<file path="config.mk">
export PLATFORM = sky130hd
export DESIGN_NAME = rbvc_div
export DESIGN_NICKNAME = d
export VERILOG_FILES = /design/src/rtl/rbvc_pkg.sv /design/src/rtl/rbvc_div.sv
export SDC_FILE = /design/constraint.sdc
export NUM_CORES = 1
export LEC_CHECK = 0
export ABC_AREA = 1
export BUFFER_PORTS_ARGS = -buffer_cell sky130_fd_sc_hd__buf_2
export CORE_MARGIN = 2
export CORE_UTILIZATION = 61
export CTS_BUF_LIST = sky130_fd_sc_hd__clkbuf_4 sky130_fd_sc_hd__clkbuf_8 sky130_fd_sc_hd__clkbuf_16
export CTS_CLUSTER_DIAMETER = 150
export CTS_CLUSTER_SIZE = 30
export DETAILED_ROUTE_END_ITERATION = 16
export PLACE_DENSITY = 0.86
export SKIP_CTS_REPAIR_TIMING = 1
export SLEW_MARGIN = 20
export SYNTH_ARGS = -nofsm -noshare
export SYNTH_HDL_FRONTEND = slang
export SYNTH_SLANG_ARGS = --single-unit
</file>
<file path="constraint.sdc">
create_clock -name clk -period 5.8 [get_ports clk]
set_clock_uncertainty 0.1 [all_clocks]
set_input_delay 0.58 -clock clk [delete_from_list [all_inputs] [get_ports clk]]
set_output_delay 0.58 -clock clk [all_outputs]
set_load 0.005 [all_outputs]
</file>
<file path="src/rtl/rbvc_pkg.sv">
`default_nettype none
// ----------------------------------------------------------------------------
// rbvc_pkg
// Shared types, constants and helpers for the rotated box view cull block.
// ----------------------------------------------------------------------------
package rbvc_pkg;

    localparam int TABLE_INDEX_BITS = 12;
    localparam int QIDX_W           = TABLE_INDEX_BITS - 1;
    localparam int QUARTER          = 1 << (TABLE_INDEX_BITS - 2);
    localparam int TRIG_W           = 15;

    localparam real SIN_STEP = 3.14159265358979323846 / 2.0 / real'(QUARTER);

    localparam int DIV_NUM_W = 49;
    localparam int DIV_DEN_W = 32;
    localparam int DIV_CNT_W = $clog2(DIV_NUM_W + 1);

    localparam int WIDE_W = 51;

    localparam logic [2:0] CFG_VIEW_LEFT     = 3'd0;
    localparam logic [2:0] CFG_VIEW_RIGHT    = 3'd1;
    localparam logic [2:0] CFG_VIEW_BOTTOM   = 3'd2;
    localparam logic [2:0] CFG_VIEW_TOP      = 3'd3;
    localparam logic [2:0] CFG_VIEW_ZOOM     = 3'd4;
    localparam logic [2:0] CFG_VIEW_CENTER_X = 3'd5;
    localparam logic [2:0] CFG_VIEW_CENTER_Y = 3'd6;

    typedef logic [TRIG_W-1:0] sin_tab_t [0:QUARTER];

    function automatic sin_tab_t build_sin_tab();
        sin_tab_t t;
        real      a;
        for (int i = 0; i <= QUARTER; i++)
        begin
            a    = SIN_STEP * real'(i);
            t[i] = TRIG_W'($rtoi($sin(a) * 16384.0 + 0.5));
        end
        return t;
    endfunction

    localparam sin_tab_t SIN_TAB = build_sin_tab();

    function automatic logic signed [31:0] sat32(input logic signed [WIDE_W-1:0] v);
        logic signed [WIDE_W-1:0] hi;
        logic signed [WIDE_W-1:0] lo;
        hi = WIDE_W'(64'sd2147483647);
        lo = -WIDE_W'(64'sd2147483648);
        if (v > hi)
            return 32'sh7FFFFFFF;
        else if (v < lo)
            return 32'sh80000000;
        else
            return v[31:0];
    endfunction

endpackage
`default_nettype wire

</file>
<file path="src/rtl/rbvc_div.sv">
`default_nettype none
// ----------------------------------------------------------------------------
// rbvc_div
// Restoring unsigned divider, one quotient bit per cycle.
// ----------------------------------------------------------------------------
module rbvc_div
    import rbvc_pkg::*;
(
    input  wire logic                 clk,
    input  wire logic                 rst_n,
    input  wire logic                 start,
    input  wire logic [DIV_NUM_W-1:0] num,
    input  wire logic [DIV_DEN_W-1:0] den,
    output logic                      done,
    output logic [DIV_NUM_W-1:0]      quo
);

    logic                 busy_reg, busy_next;
    logic                 done_reg, done_next;
    logic [DIV_CNT_W-1:0] cnt_reg, cnt_next;
    logic [DIV_NUM_W-1:0] num_reg, num_next;
    logic [DIV_DEN_W-1:0] rem_reg, rem_next;
    logic [DIV_DEN_W-1:0] den_reg, den_next;
    logic [DIV_DEN_W:0]   trial;
    logic                 qbit;

    always_comb
    begin
        trial     = {rem_reg, num_reg[DIV_NUM_W-1]};
        qbit      = (trial >= {1'b0, den_reg});
        busy_next = busy_reg;
        done_next = 1'b0;
        cnt_next  = cnt_reg;
        num_next  = num_reg;
        rem_next  = rem_reg;
        den_next  = den_reg;
        if (start)
        begin
            busy_next = 1'b1;
            cnt_next  = '0;
            num_next  = num;
            rem_next  = '0;
            den_next  = den;
        end
        else if (busy_reg)
        begin
            num_next = {num_reg[DIV_NUM_W-2:0], qbit};
            rem_next = qbit ? DIV_DEN_W'(trial - {1'b0, den_reg}) : trial[DIV_DEN_W-1:0];
            cnt_next = cnt_reg + 1'b1;
            if (cnt_reg == DIV_CNT_W'(DIV_NUM_W - 1))
            begin
                busy_next = 1'b0;
                done_next = 1'b1;
            end
        end
    end

    always_ff @(posedge clk or negedge rst_n)
    begin
        if (!rst_n)
        begin
            busy_reg <= 1'b0;
            done_reg <= 1'b0;
            cnt_reg  <= '0;
        end
        else
        begin
            busy_reg <= busy_next;
            done_reg <= done_next;
            cnt_reg  <= cnt_next;
        end
    end

    always_ff @(posedge clk)
    begin
        num_reg <= num_next;
        rem_reg <= rem_next;
        den_reg <= den_next;
    end

    assign done = done_reg;
    assign quo  = num_reg;

endmodule
`default_nettype wire

</file>
======== Word-level counts from Yosys, hierarchy flattened ========
Index checks and enable logic that the tools add are counted.
storage, ports and cells
  register bits after elaboration ......... 121
  output and inout bits ................... 50
operators by class
  $add $sub $neg .......................... 2
  order comparisons ....................... 1
  eq/ne operators ......................... 1
  multiplexer cells ....................... 11
  reductions and logical operators ........ 1
operators with widths
  cell                                         number
  two-way mux 49 bit                           2
  >= comparator 33 x 32 -> 1 bit               1
  two-way mux 32 bit                           1
  subtractor 32 bit                            1
  two-way mux 6 bit                            2
  adder 6 x 1 -> 6 bit, second input constant  1
  == test 6 bit, second input constant         1
  two-way mux 1 bit                            6
  nonzero test 2 bit                           1

======== Depth between registers and ports, before layout ========
Gate-level depths: netlist of run 1.
  depth in word-level cells ............... 4
  gate-level depth with buffers ........... 16

======== Worst setup path before layout of run 1 ========
OpenSTA, ideal clock, no wires.
  path type ............................... in2reg
  start point ............................. input port start
  end point ............................... register num_reg[0], in the netlist quo[0] (enable)
  arrival time ............................ 2555 ps
  slack ................................... 2712 ps
  stages on the path ...................... 4
  cell sequence ........................... clkbuf_1 > nor2_1 > inv_1 > clkbuf_1
between the ends
  longest elaborated chain between the ends .. 1
ends and longest elaborated chain
  element                              RTL line        text
  start: declaration                   rbvc_div.sv:11  input wire logic start,
  nonzero test 2 bit (no source line)  n/a
  end signal: assignment               rbvc_div.sv:76  num_reg <= num_next;
  end: declaration                     rbvc_div.sv:21  logic [DIV_NUM_W-1:0] num_reg, num_next;
Every way passes these cells.
A chain may end at the register's enable or synchronous reset.

======== Worst setup path after layout of run 1 ========
  start point ............................. register den_reg[28]
  end point ............................... register rem_reg[12]
between the ends
  longest elaborated chain between the ends .. 2
ends and longest elaborated chain
  element                         RTL line        text
  start: declaration              rbvc_div.sv:23  logic [DIV_DEN_W-1:0] den_reg, den_next;
  start signal: assignment        rbvc_div.sv:78  den_reg <= den_next;
  >= comparator 33 x 32 -> 1 bit  rbvc_div.sv:30  qbit = (trial >= {1'b0, den_reg});
  two-way mux 32 bit              rbvc_div.sv:48  rem_next = qbit ? DIV_DEN_W'(trial - {1'b0, den_reg}) : trial[DIV_DEN_W-1:0];
  end signal: assignment          rbvc_div.sv:77  rem_reg <= rem_next;
  end: declaration                rbvc_div.sv:22  logic [DIV_DEN_W-1:0] rem_reg, rem_next;
Every way passes these cells.

==> flow_summary.json, run 1 <==
{
  "drv_slew": 0,
  "top_layer": "met4",
  "cp_max_fo": 34,
  "syn_to_final_growth_pct": 17.70,
  "syn-mean-instance-area_um2": 7.155,
  "p_seq_share_pct": 32.0,
  "vias_per_cell": 5.193,
  "port_buffers": 133,
  "power.leakage_uw": 0.004864,
  "grt_max_degree": 83,
  "period_needed_ps": 2760,
  "num_antenna_cells": 0,
  "die_area_um2": 13200,
  "cts_tree": "done",
  "ys_warn_count": 0,
  "drtPass1Iterations": 6,
  "cts_max_path_buffers": 2,
  "placedInstanceArea_um2": 8260,
  "fin_area_um2": 8826,
  "vdd_ir_drop_max_uv": 248.2,
  "wl_per_cell_um": 13.83,
  "syn-num-nets": 1167,
  "grt_pass1_wl_um": 30660,
  "outcome": "completed",
  "hp-class": "input port to register",
  "wl_met1_um": 7776,
  "clk_pin_slew_ps": 60,
  "boundaryPins": 134,
  "root_buffer": "clkbuf_16",
  "drc": 0,
  "p_clk_share_pct": 27.7,
  "yosysUniqueCellTypes": 31,
  "vias": 6958,
  "ys_ff_latch": 121,
  "reg2regPathDepth": 12,
  "intPower_uw": 2183,
  "drv_cap": 0,
  "nNetsFinal": 1299,
  "chipHeight_um": 114.9,
  "grt-ovfl-total": 0,
  "met2_length_um": 8870,
  "largest_reg_flops": 49,
  "dr_wl_met3_um": 1402,
  "final_cells": 1340,
  "core_area_um2": 12010,
  "synth_cells": 1048,
  "globalplace.congestion": 1.013,
  "cts_num_sinks": 121,
  "ant_nets": 0,
  "start_util_pct": 62.43,
  "netSwitchingFraction_pct": 39.27,
  "ys_seq_area_share_pct": 43.65,
  "syn_area_um2": 7498,
  "final-hold-violation-count": 0,
  "routed_wl_um": 18530,
  "antenna_found_initial": 0,
  "setup-violations-final": 0,
  "combPwrFrac_pct": 40.3,
  "dp.cells": 1307,
  "cts_inserted_buffers": 17,
  "place_hpwl_um": 13210,
  "rows": 40,
  "start_kind": "register",
  "worstPathArrival_ps": 3000,
  "rsz0062_at_grt": "false",
  "grtUsageTotal_pct": 29.65,
  "post-route-period-util_pct": 47.59,
  "drt_iter0_markers": 590,
  "die_w_um": 114.9,
  "powerDensity_nw_per_um2": 407.2,
  "htree_levels": 4,
  "crit_path_end_kind": "register",
  "slew_headroom_pct": 38.01,
  "holdPathStages": 1,
  "tightest_slew_ps": 929.8,
  "grt_pass1_vias": 6719,
  "path_class": "register to register",
  "tns_ps": 0,
  "clock.fmax_mhz": 362.3,
  "cp.required_ps": 6040,
  "clk_latency_ps": 420,
  "drive_gt1_share_pct": 15.84,
  "p_switching_uw": 1411
}
[synthesized netlist by cell type (all sizes together)]
cell	instances	share of area (%)
ha	34	5.7
xnor2	13	1.5
nand4	5	0.42
edfxtp	81	32
dfrtp	8	2.7
and2	2	0.17
and3	1	0.083
fa	1	0.27
nand3b	22	2.2
buf	11	0.98
nor3	7	0.53
clkbuf	15	0.75
o21ai	22	1.5
inv	179	9.0
dfxtp	32	8.5
nand2	463	23
a31oi	1	0.083
xor2	1	0.12
nand3	73	4.9
nor2	49	2.6
o21bai	3	0.30
a21oi	25	1.8
[worst max-delay path, cell delays in order, from the launching register on]
cell      delay [ps]
edfxtp_1         350
inv_1             80
ha_1             280
a21oi_1          240
nand2_1          100
a21oi_1          180
nand2_1          120
a21oi_4          130
buf_4            390
nand2_4          330
nand2_1          170
nand3_1          110
o21ai_0          100
[cells in the final DEF, fill, tap and decap left out, drive strengths merged, types with 2 or more instances in the layout]
master,count
nand2,463
inv,184
buf,138
edfxtp,81
nand3,73
nor2,49
ha,34
dfxtp,32
a21oi,25
nand3b,22
o21ai,22
clkbuf,18
xnor2,13
dfrtp,8
nor3,7
nand4,5
clkinv,5
o21bai,3
clkinvlp,3
and2,2
[per-stage QoR]
stage                     hold WS [ps]  setup slack (ps)  utilization (%)  power (µW)
final                            233.9              3040            73.48        3594
after global routing             226.3              2814            73.48        3851
after CTS                       -115.9              3085            73.40        3576
after detailed placement         331.8              3153            68.77        2563
after global placement           330.7              3238            68.77        2534
after floorplan                  184.4              2712                -        2236
[routing by layer]
layer,GRT usage [%],vias to the layer above
met5,0,-
met4,13.57,0
met3,7.433,49
met2,49.49,291
met1,36.35,3102
li1,-,3516
[logic make-up (layout without fill, tap and decap cells)]
group / count (synthesis) / after routing / synth area share [%]
buf+inv: 205 / 350 / 10.70
flops: 121 / 121 / 43.65
xor+xnor: 14 / 14 / 1.635
simple gates: 622 / 622 / 34.41
fa+ha+maj: 35 / 35 / 5.940
compound gates: 51 / 51 / 3.671
[power by group through the flow]
stage	sequential, µW	combinational [µW]	clock (µW)
3_5_place_dp	1160	1400	0
4_1_cts	1150	1430	1000
3_3_place_gp	1160	1380	0
6_report	1150	1450	994
2_1_floorplan	1140	1090	0
5_1_grt	1160	1650	1040
[cell type report]
type                       instances  area (µm²)
clock buffer                      18       432.9
clock inverter                    14       122.6
fill                             916        3186
inverter                         179       671.9
multi-input combinational        722        3426
sequential                       121        3273
tap                              147       183.9
timing repair buffer             139       715.7
[path summary, 6_finish.rpt]
| check | slack (ps) | endpoint | start |
|---|---|---|---|
| setup / recovery | 3040 | rem_reg[12] | den_reg[28] |
| hold / removal | 230 | den_reg[31] | den[31] |
| setup reg to reg | 3040 | rem_reg[12] | den_reg[28] |
| hold reg to reg | 370 | rem_reg[31] | rem_reg[31] |
| max in group asynchronous | 4970 | cnt_reg[4] | rst_n |
| min in group asynchronous | 460 | cnt_reg[1] | rst_n |
Power figures use the tool's default switching activity.
==> run 2, diff against run 1 <==
Settings changed: CORE_UTILIZATION 61 to 57, PLACE_DENSITY 0.86 to 0.81.
Clock period 5.8 ns to 2.8 ns, I/O delays scaled along.
==> run 2 against run 1 <==
First-iteration DRC count shrank 16%; design area grew 5.0%; wire length grew 2.2%; critical path type unchanged; critical endpoint is now rem_reg[13]; highest routed layer unchanged.
==> flow_summary.json, run 2 (synthesis gave the netlist of run 1 again) <==
{
  "outcome": "completed",
  "p_switching_uw": 2900,
  "htree_levels": 4,
  "ant_nets": 0,
  "cp_slowest_cell": "ha_1",
  "worstPathArrival_ps": 2750,
  "wl_per_cell_um": 13.52,
  "num_antenna_cells": 0,
  "die_area_um2": 14090,
  "die_w_um": 118.7,
  "place_hpwl_um": 13500,
  "tns_ps": 0,
  "clk_pin_slew_ps": 60,
  "crit_top_cell": "nand2_1",
  "path_class": "register to register",
  "core_area_um2": 12720,
  "critPathMaxStageDelay_ps": 360,
  "drt_iter0_markers": 494,
  "hold_slack_ps": 16.40,
  "powerDensity_nw_per_um2": 827.4,
  "p_clk_share_pct": 29.7,
  "hp-class": "input port to register",
  "path_buf_inv": 1,
  "grt-ovfl-total": 0,
  "chipHeight_um": 118.7,
  "crit_path_end_kind": "register",
  "rows": 41,
  "intPower_uw": 4767,
  "clock.fmax_mhz": 392.6,
  "cp_top_family": "simple AND/OR/NAND/NOR gates",
  "crit_chain": "inv_1 > ha_1 > nand2_1 > nor2_1 > nand2_1 > nor3_2 > nand2_4 > nand2_4 > nand2_1 > nand3_1 > o21ai_0",
  "port_buffers": 133,
  "cts_num_sinks": 121,
  "grt_pass1_vias": 6609,
  "routed_wl_um": 18950,
  "syn_to_final_growth_pct": 23.58,
  "slew_headroom_pct": 40.35,
  "grt_pass1_wl_um": 31110,
  "clk_latency_ps": 430,
  "cts_inserted_buffers": 17,
  "drv_cap": 0,
  "rsz0062_at_grt": "false",
  "start_util_pct": 58.94,
  "netSwitchingFraction_pct": 37.82,
  "final_common_cell": "nand2_1",
  "regArea_um2": 3273,
  "tightest_slew_ps": 893.5,
  "mostFrequentLayoutCells": "459 x nand2_1, 171 x inv_1, 132 x buf_2",
  "drc": 0,
  "setup-violations-final": 0,
  "grtUsageTotal_pct": 27.65,
  "power.leakage_uw": 0.005037,
  "antenna_found_initial": 0,
  "cp_max_fo": 32,
  "multiInputGateArea_um2": 3426,
  "grt_max_degree": 56,
  "cp.required_ps": 3000,
  "cts_max_path_buffers": 2,
  "boundaryPins": 134,
  "root_buffer": "clkbuf_16",
  "vdd_ir_drop_max_uv": 462.0,
  "drive_gt1_share_pct": 15.79,
  "drv_slew": 0,
  "period_needed_ps": 2547,
  "nNetsFinal": 1335,
  "vias_per_cell": 4.962,
  "p_seq_share_pct": 30.9,
  "cts_tree": "done",
  "globalplace.congestion": 1.025,
  "final-hold-violation-count": 0,
  "combPwrFrac_pct": 39.4,
  "drtPass1Iterations": 5,
  "vias": 6952,
  "largest_reg_flops": 49,
  "fillers": 1088,
  "start_kind": "register",
  "post-route-period-util_pct": 90.96
}
==> run 2: worst paths after layout <==
| path | from | end | slack, ps | depth (start not counted) |
|---|---|---|---|---|
| worst min register to register | rem_reg[21] | rem_reg[21] | 370 | 2 |
| min in group asynchronous | rst_n | cnt_reg[5] | 140 | 2 |
| worst max-delay path | den_reg[24] | rem_reg[13] | 250 | 11 |
| worst max register to register | den_reg[24] | rem_reg[13] | 250 | 11 |
| max in group asynchronous | rst_n | cnt_reg[2] | 2290 | 2 |
| worst min-delay path | num[6] | quo[6] | 20 | 3 |
==> run 2: layer usage <==
layer / track usage, % / routed length (µm)
met1: 34.55 / 8296
met2: 45.69 / 8944
met3: 8.349 / 1334
met4: 9.226 / 370
met5: 0 / 0
==> run 2: power groups by stage <==
| stage | registers (µW) | clock network [µW] | logic [µW] |
|---|---|---|---|
| after floorplan | 2370 | 0 | 2270 |
| after global placement | 2390 | 0 | 2900 |
| after detailed placement | 2390 | 0 | 2940 |
| after CTS | 2360 | 2300 | 2970 |
| after global routing | 2400 | 2390 | 3470 |
| final | 2370 | 2280 | 3020 |
==> run 2: through the flow <==
stage	setup slack, ps	cell area [µm²]	util (%)	total power [µW]	std cells
global placement	367.7	8322	65.41	5294	1336
detailed placement	313.1	8322	65.41	5331	1336
CTS	265.1	8936	70.24	7631	1368
floorplan	12.00	7498	-	4632	1048
global route	57.32	9266	72.84	8259	1401
finish	253.1	9266	72.84	7667	1401
==> run 2: worst reg2reg max path, stage by stage, from the launching register on <==
cell      delay [ps]
edfxtp_1         320
inv_1             40
ha_1             360
nand2_1          130
nor2_1           250
nand2_1          140
nor3_2           220
nand2_4          200
nand2_4          360
nand2_1          120
nand3_1          100
o21ai_0           90
==> run 2: area by class of cell <==
cell class | count | share of cell area, %
clock buffers | 19 | 4.820
clock inverters | 13 | 1.809
inverters | 179 | 7.251
multi-input cells | 722 | 36.97
flip-flops and latches | 121 | 35.32
well taps | 172 | 2.322
repair buffers | 175 | 11.50
==> run 3, diff against run 2 <==
Settings changed: CORE_MARGIN 2 to unset.
Clock period 2.8 ns to 2.7 ns, I/O delays scaled along.
==> run 3 against run 2 <==
Sequential cell count unchanged; utilization increased by 0.52 points; final cell count increased by 0.50%; critical path type unchanged; global-route usage increased by 3.2 points; non-clock buffer count increased by 7; design area increased by 0.72%; combinational power increased by 8.9%; highest routed layer is now met5.
==> flow_summary.json, run 3 (synthesis gave the netlist of run 1 again) <==
{
  "boundaryPins": 134,
  "combPwrFrac_pct": 41.1,
  "clk_pin_slew_ps": 60,
  "start_kind": "register",
  "rsz0062_at_grt": "false",
  "port_buffers": 133,
  "mostFrequentLayoutCells": "459 x nand2_1, 171 x inv_1, 132 x buf_2",
  "antenna_found_initial": 1,
  "grt_max_degree": 38,
  "grtUsageTotal_pct": 30.88,
  "root_buffer": "clkbuf_16",
  "globalplace.congestion": 0.9782,
  "syn_to_final_growth_pct": 24.46,
  "fin_area_um2": 9333,
  "start_util_pct": 58.94,
  "crit_top_cell": "nand2_1",
  "largest_reg_flops": 49,
  "power_uw": 8019,
  "netSwitchingFraction_pct": 38.54,
  "clock.fmax_mhz": 398.7,
  "core_area_um2": 12720,
  "dp.cells": 1338,
  "r2r_slack_ps": 190,
  "multiInputGateArea_um2": 3435,
  "cp_top_family": "simple AND/OR/NAND/NOR gates",
  "crit_path_end_kind": "register",
  "period_needed_ps": 2508,
  "setup-violations-final": 0,
  "num_antenna_cells": 0,
  "chipHeight_um": 116.7,
  "clk_latency_ps": 440,
  "ant_nets": 0,
  "vdd_ir_drop_max_uv": 522.7,
  "tns_ps": 0,
  "wl_per_cell_um": 14.32,
  "cts_max_path_buffers": 2,
  "routed_wl_um": 20160,
  "tightest_slew_ps": 573.8,
  "cts_inserted_buffers": 17,
  "regArea_um2": 3273,
  "intPower_uw": 4929,
  "final_common_cell": "nand2_1",
  "cts_num_sinks": 121,
  "path_class": "register to register",
  "worstPathArrival_ps": 2710,
  "p_switching_uw": 3090,
  "placedInstanceArea_um2": 8349,
  "fillers": 1053,
  "drive_gt1_share_pct": 16.18,
  "path_buf_inv": 2,
  "cp.required_ps": 2910,
  "cp_slowest_cell": "ha_1",
  "drv_cap": 0,
  "final_cells": 1408,
  "slew_headroom_pct": 61.69,
  "grt-ovfl-total": 0,
  "die_area_um2": 13620,
  "rows": 41,
  "cp_max_fo": 32,
  "place_hpwl_um": 14140,
  "grt_pass1_vias": 6814,
  "post-route-period-util_pct": 92.89,
  "drt_iter0_markers": 509,
  "nNetsFinal": 1342,
  "critPathMaxStageDelay_ps": 360,
  "vias_per_cell": 5.088,
  "drc": 0,
  "vias": 7164,
  "drv_slew": 0,
  "hp-class": "input port to register",
  "p_clk_share_pct": 28.2,
  "cts_tree": "done",
  "powerDensity_nw_per_um2": 859.3,
  "utilization_pct": 73.36,
  "die_w_um": 116.7,
  "power.leakage_uw": 0.005079,
  "final-hold-violation-count": 0,
  "outcome": "completed",
  "p_seq_share_pct": 30.8,
  "grt_pass1_wl_um": 31540,
  "crit_chain": "inv_1 > ha_1 > nand2_1 > nor2_1 > nand2_1 > nor2_1 > nand2_1 > nand2_1 > a21oi_4 > buf_12 > nand2_8 > nand2_1 > nand3_1 > o21ai_1",
  "htree_levels": 4,
  "drtPass1Iterations": 5
}
-- run 3: worst register-to-register path, stage by stage (launching register included) --
cell and delay (ps):
edfxtp_1 320, inv_1 40, ha_1 360, nand2_1 150, nor2_1 310, nand2_1 110
nor2_1 100, nand2_1 60, nand2_1 110, a21oi_4 100, buf_12 150, nand2_8 180
nand2_1 120, nand3_1 100, o21ai_1 80
-- run 3: per-stage QoR --
step | setup WS (ps) | hold slack [ps]
3_5_place_dp | 178.6 | 27.31
5_1_grt | 20.41 | 7.423
2_1_floorplan | 693.6 | -125.6
3_3_place_gp | 224.4 | 22.69
4_1_cts | 104.3 | -430.4
6_report | 191.9 | 6.166
-- run 3: final timing paths --
check                                  from     endpoint  cells after the start
worst max-delay path             den_reg[6]   rem_reg[6]                     14
worst min-delay path                num[42]      quo[42]                      3
worst max register to register   den_reg[6]   rem_reg[6]                     14
worst min register to register  rem_reg[31]  rem_reg[31]                      2
max in group asynchronous             rst_n   cnt_reg[4]                      2
min in group asynchronous             rst_n   cnt_reg[3]                      2
-- run 3: routing by layer --
layer | part of all wire, % | GRT usage (%) | vias up | wire length, µm
met4 | 2.5 | 11.98 | 2 | 500
li1 | - | - | 3609 | -
met5 | 0.050 | 0 | - | 10
met1 | 42 | 36.77 | 3214 | 8445
met3 | 7.4 | 10.28 | 47 | 1482
met2 | 48 | 51.72 | 292 | 9721
-- run 3: power by group through the flow --
stage / Sequential, µW / Combinational, µW / Clock (µW)
after global placement: 2480 / 3050 / 0
after CTS: 2460 / 3110 / 2280
after detailed placement: 2480 / 3070 / 0
after global routing: 2500 / 3700 / 2360
final: 2470 / 3290 / 2260
after floorplan: 2450 / 2350 / 0
-- run 3: layout make-up --
cell class | instances | area share [%]
clock buffer | 21 | 4.947
inverter | 179 | 7.199
tap | 172 | 2.306
clock inverter | 11 | 1.327
multi-input combinational | 722 | 36.80
sequential | 121 | 35.07
timing repair buffer | 182 | 12.35
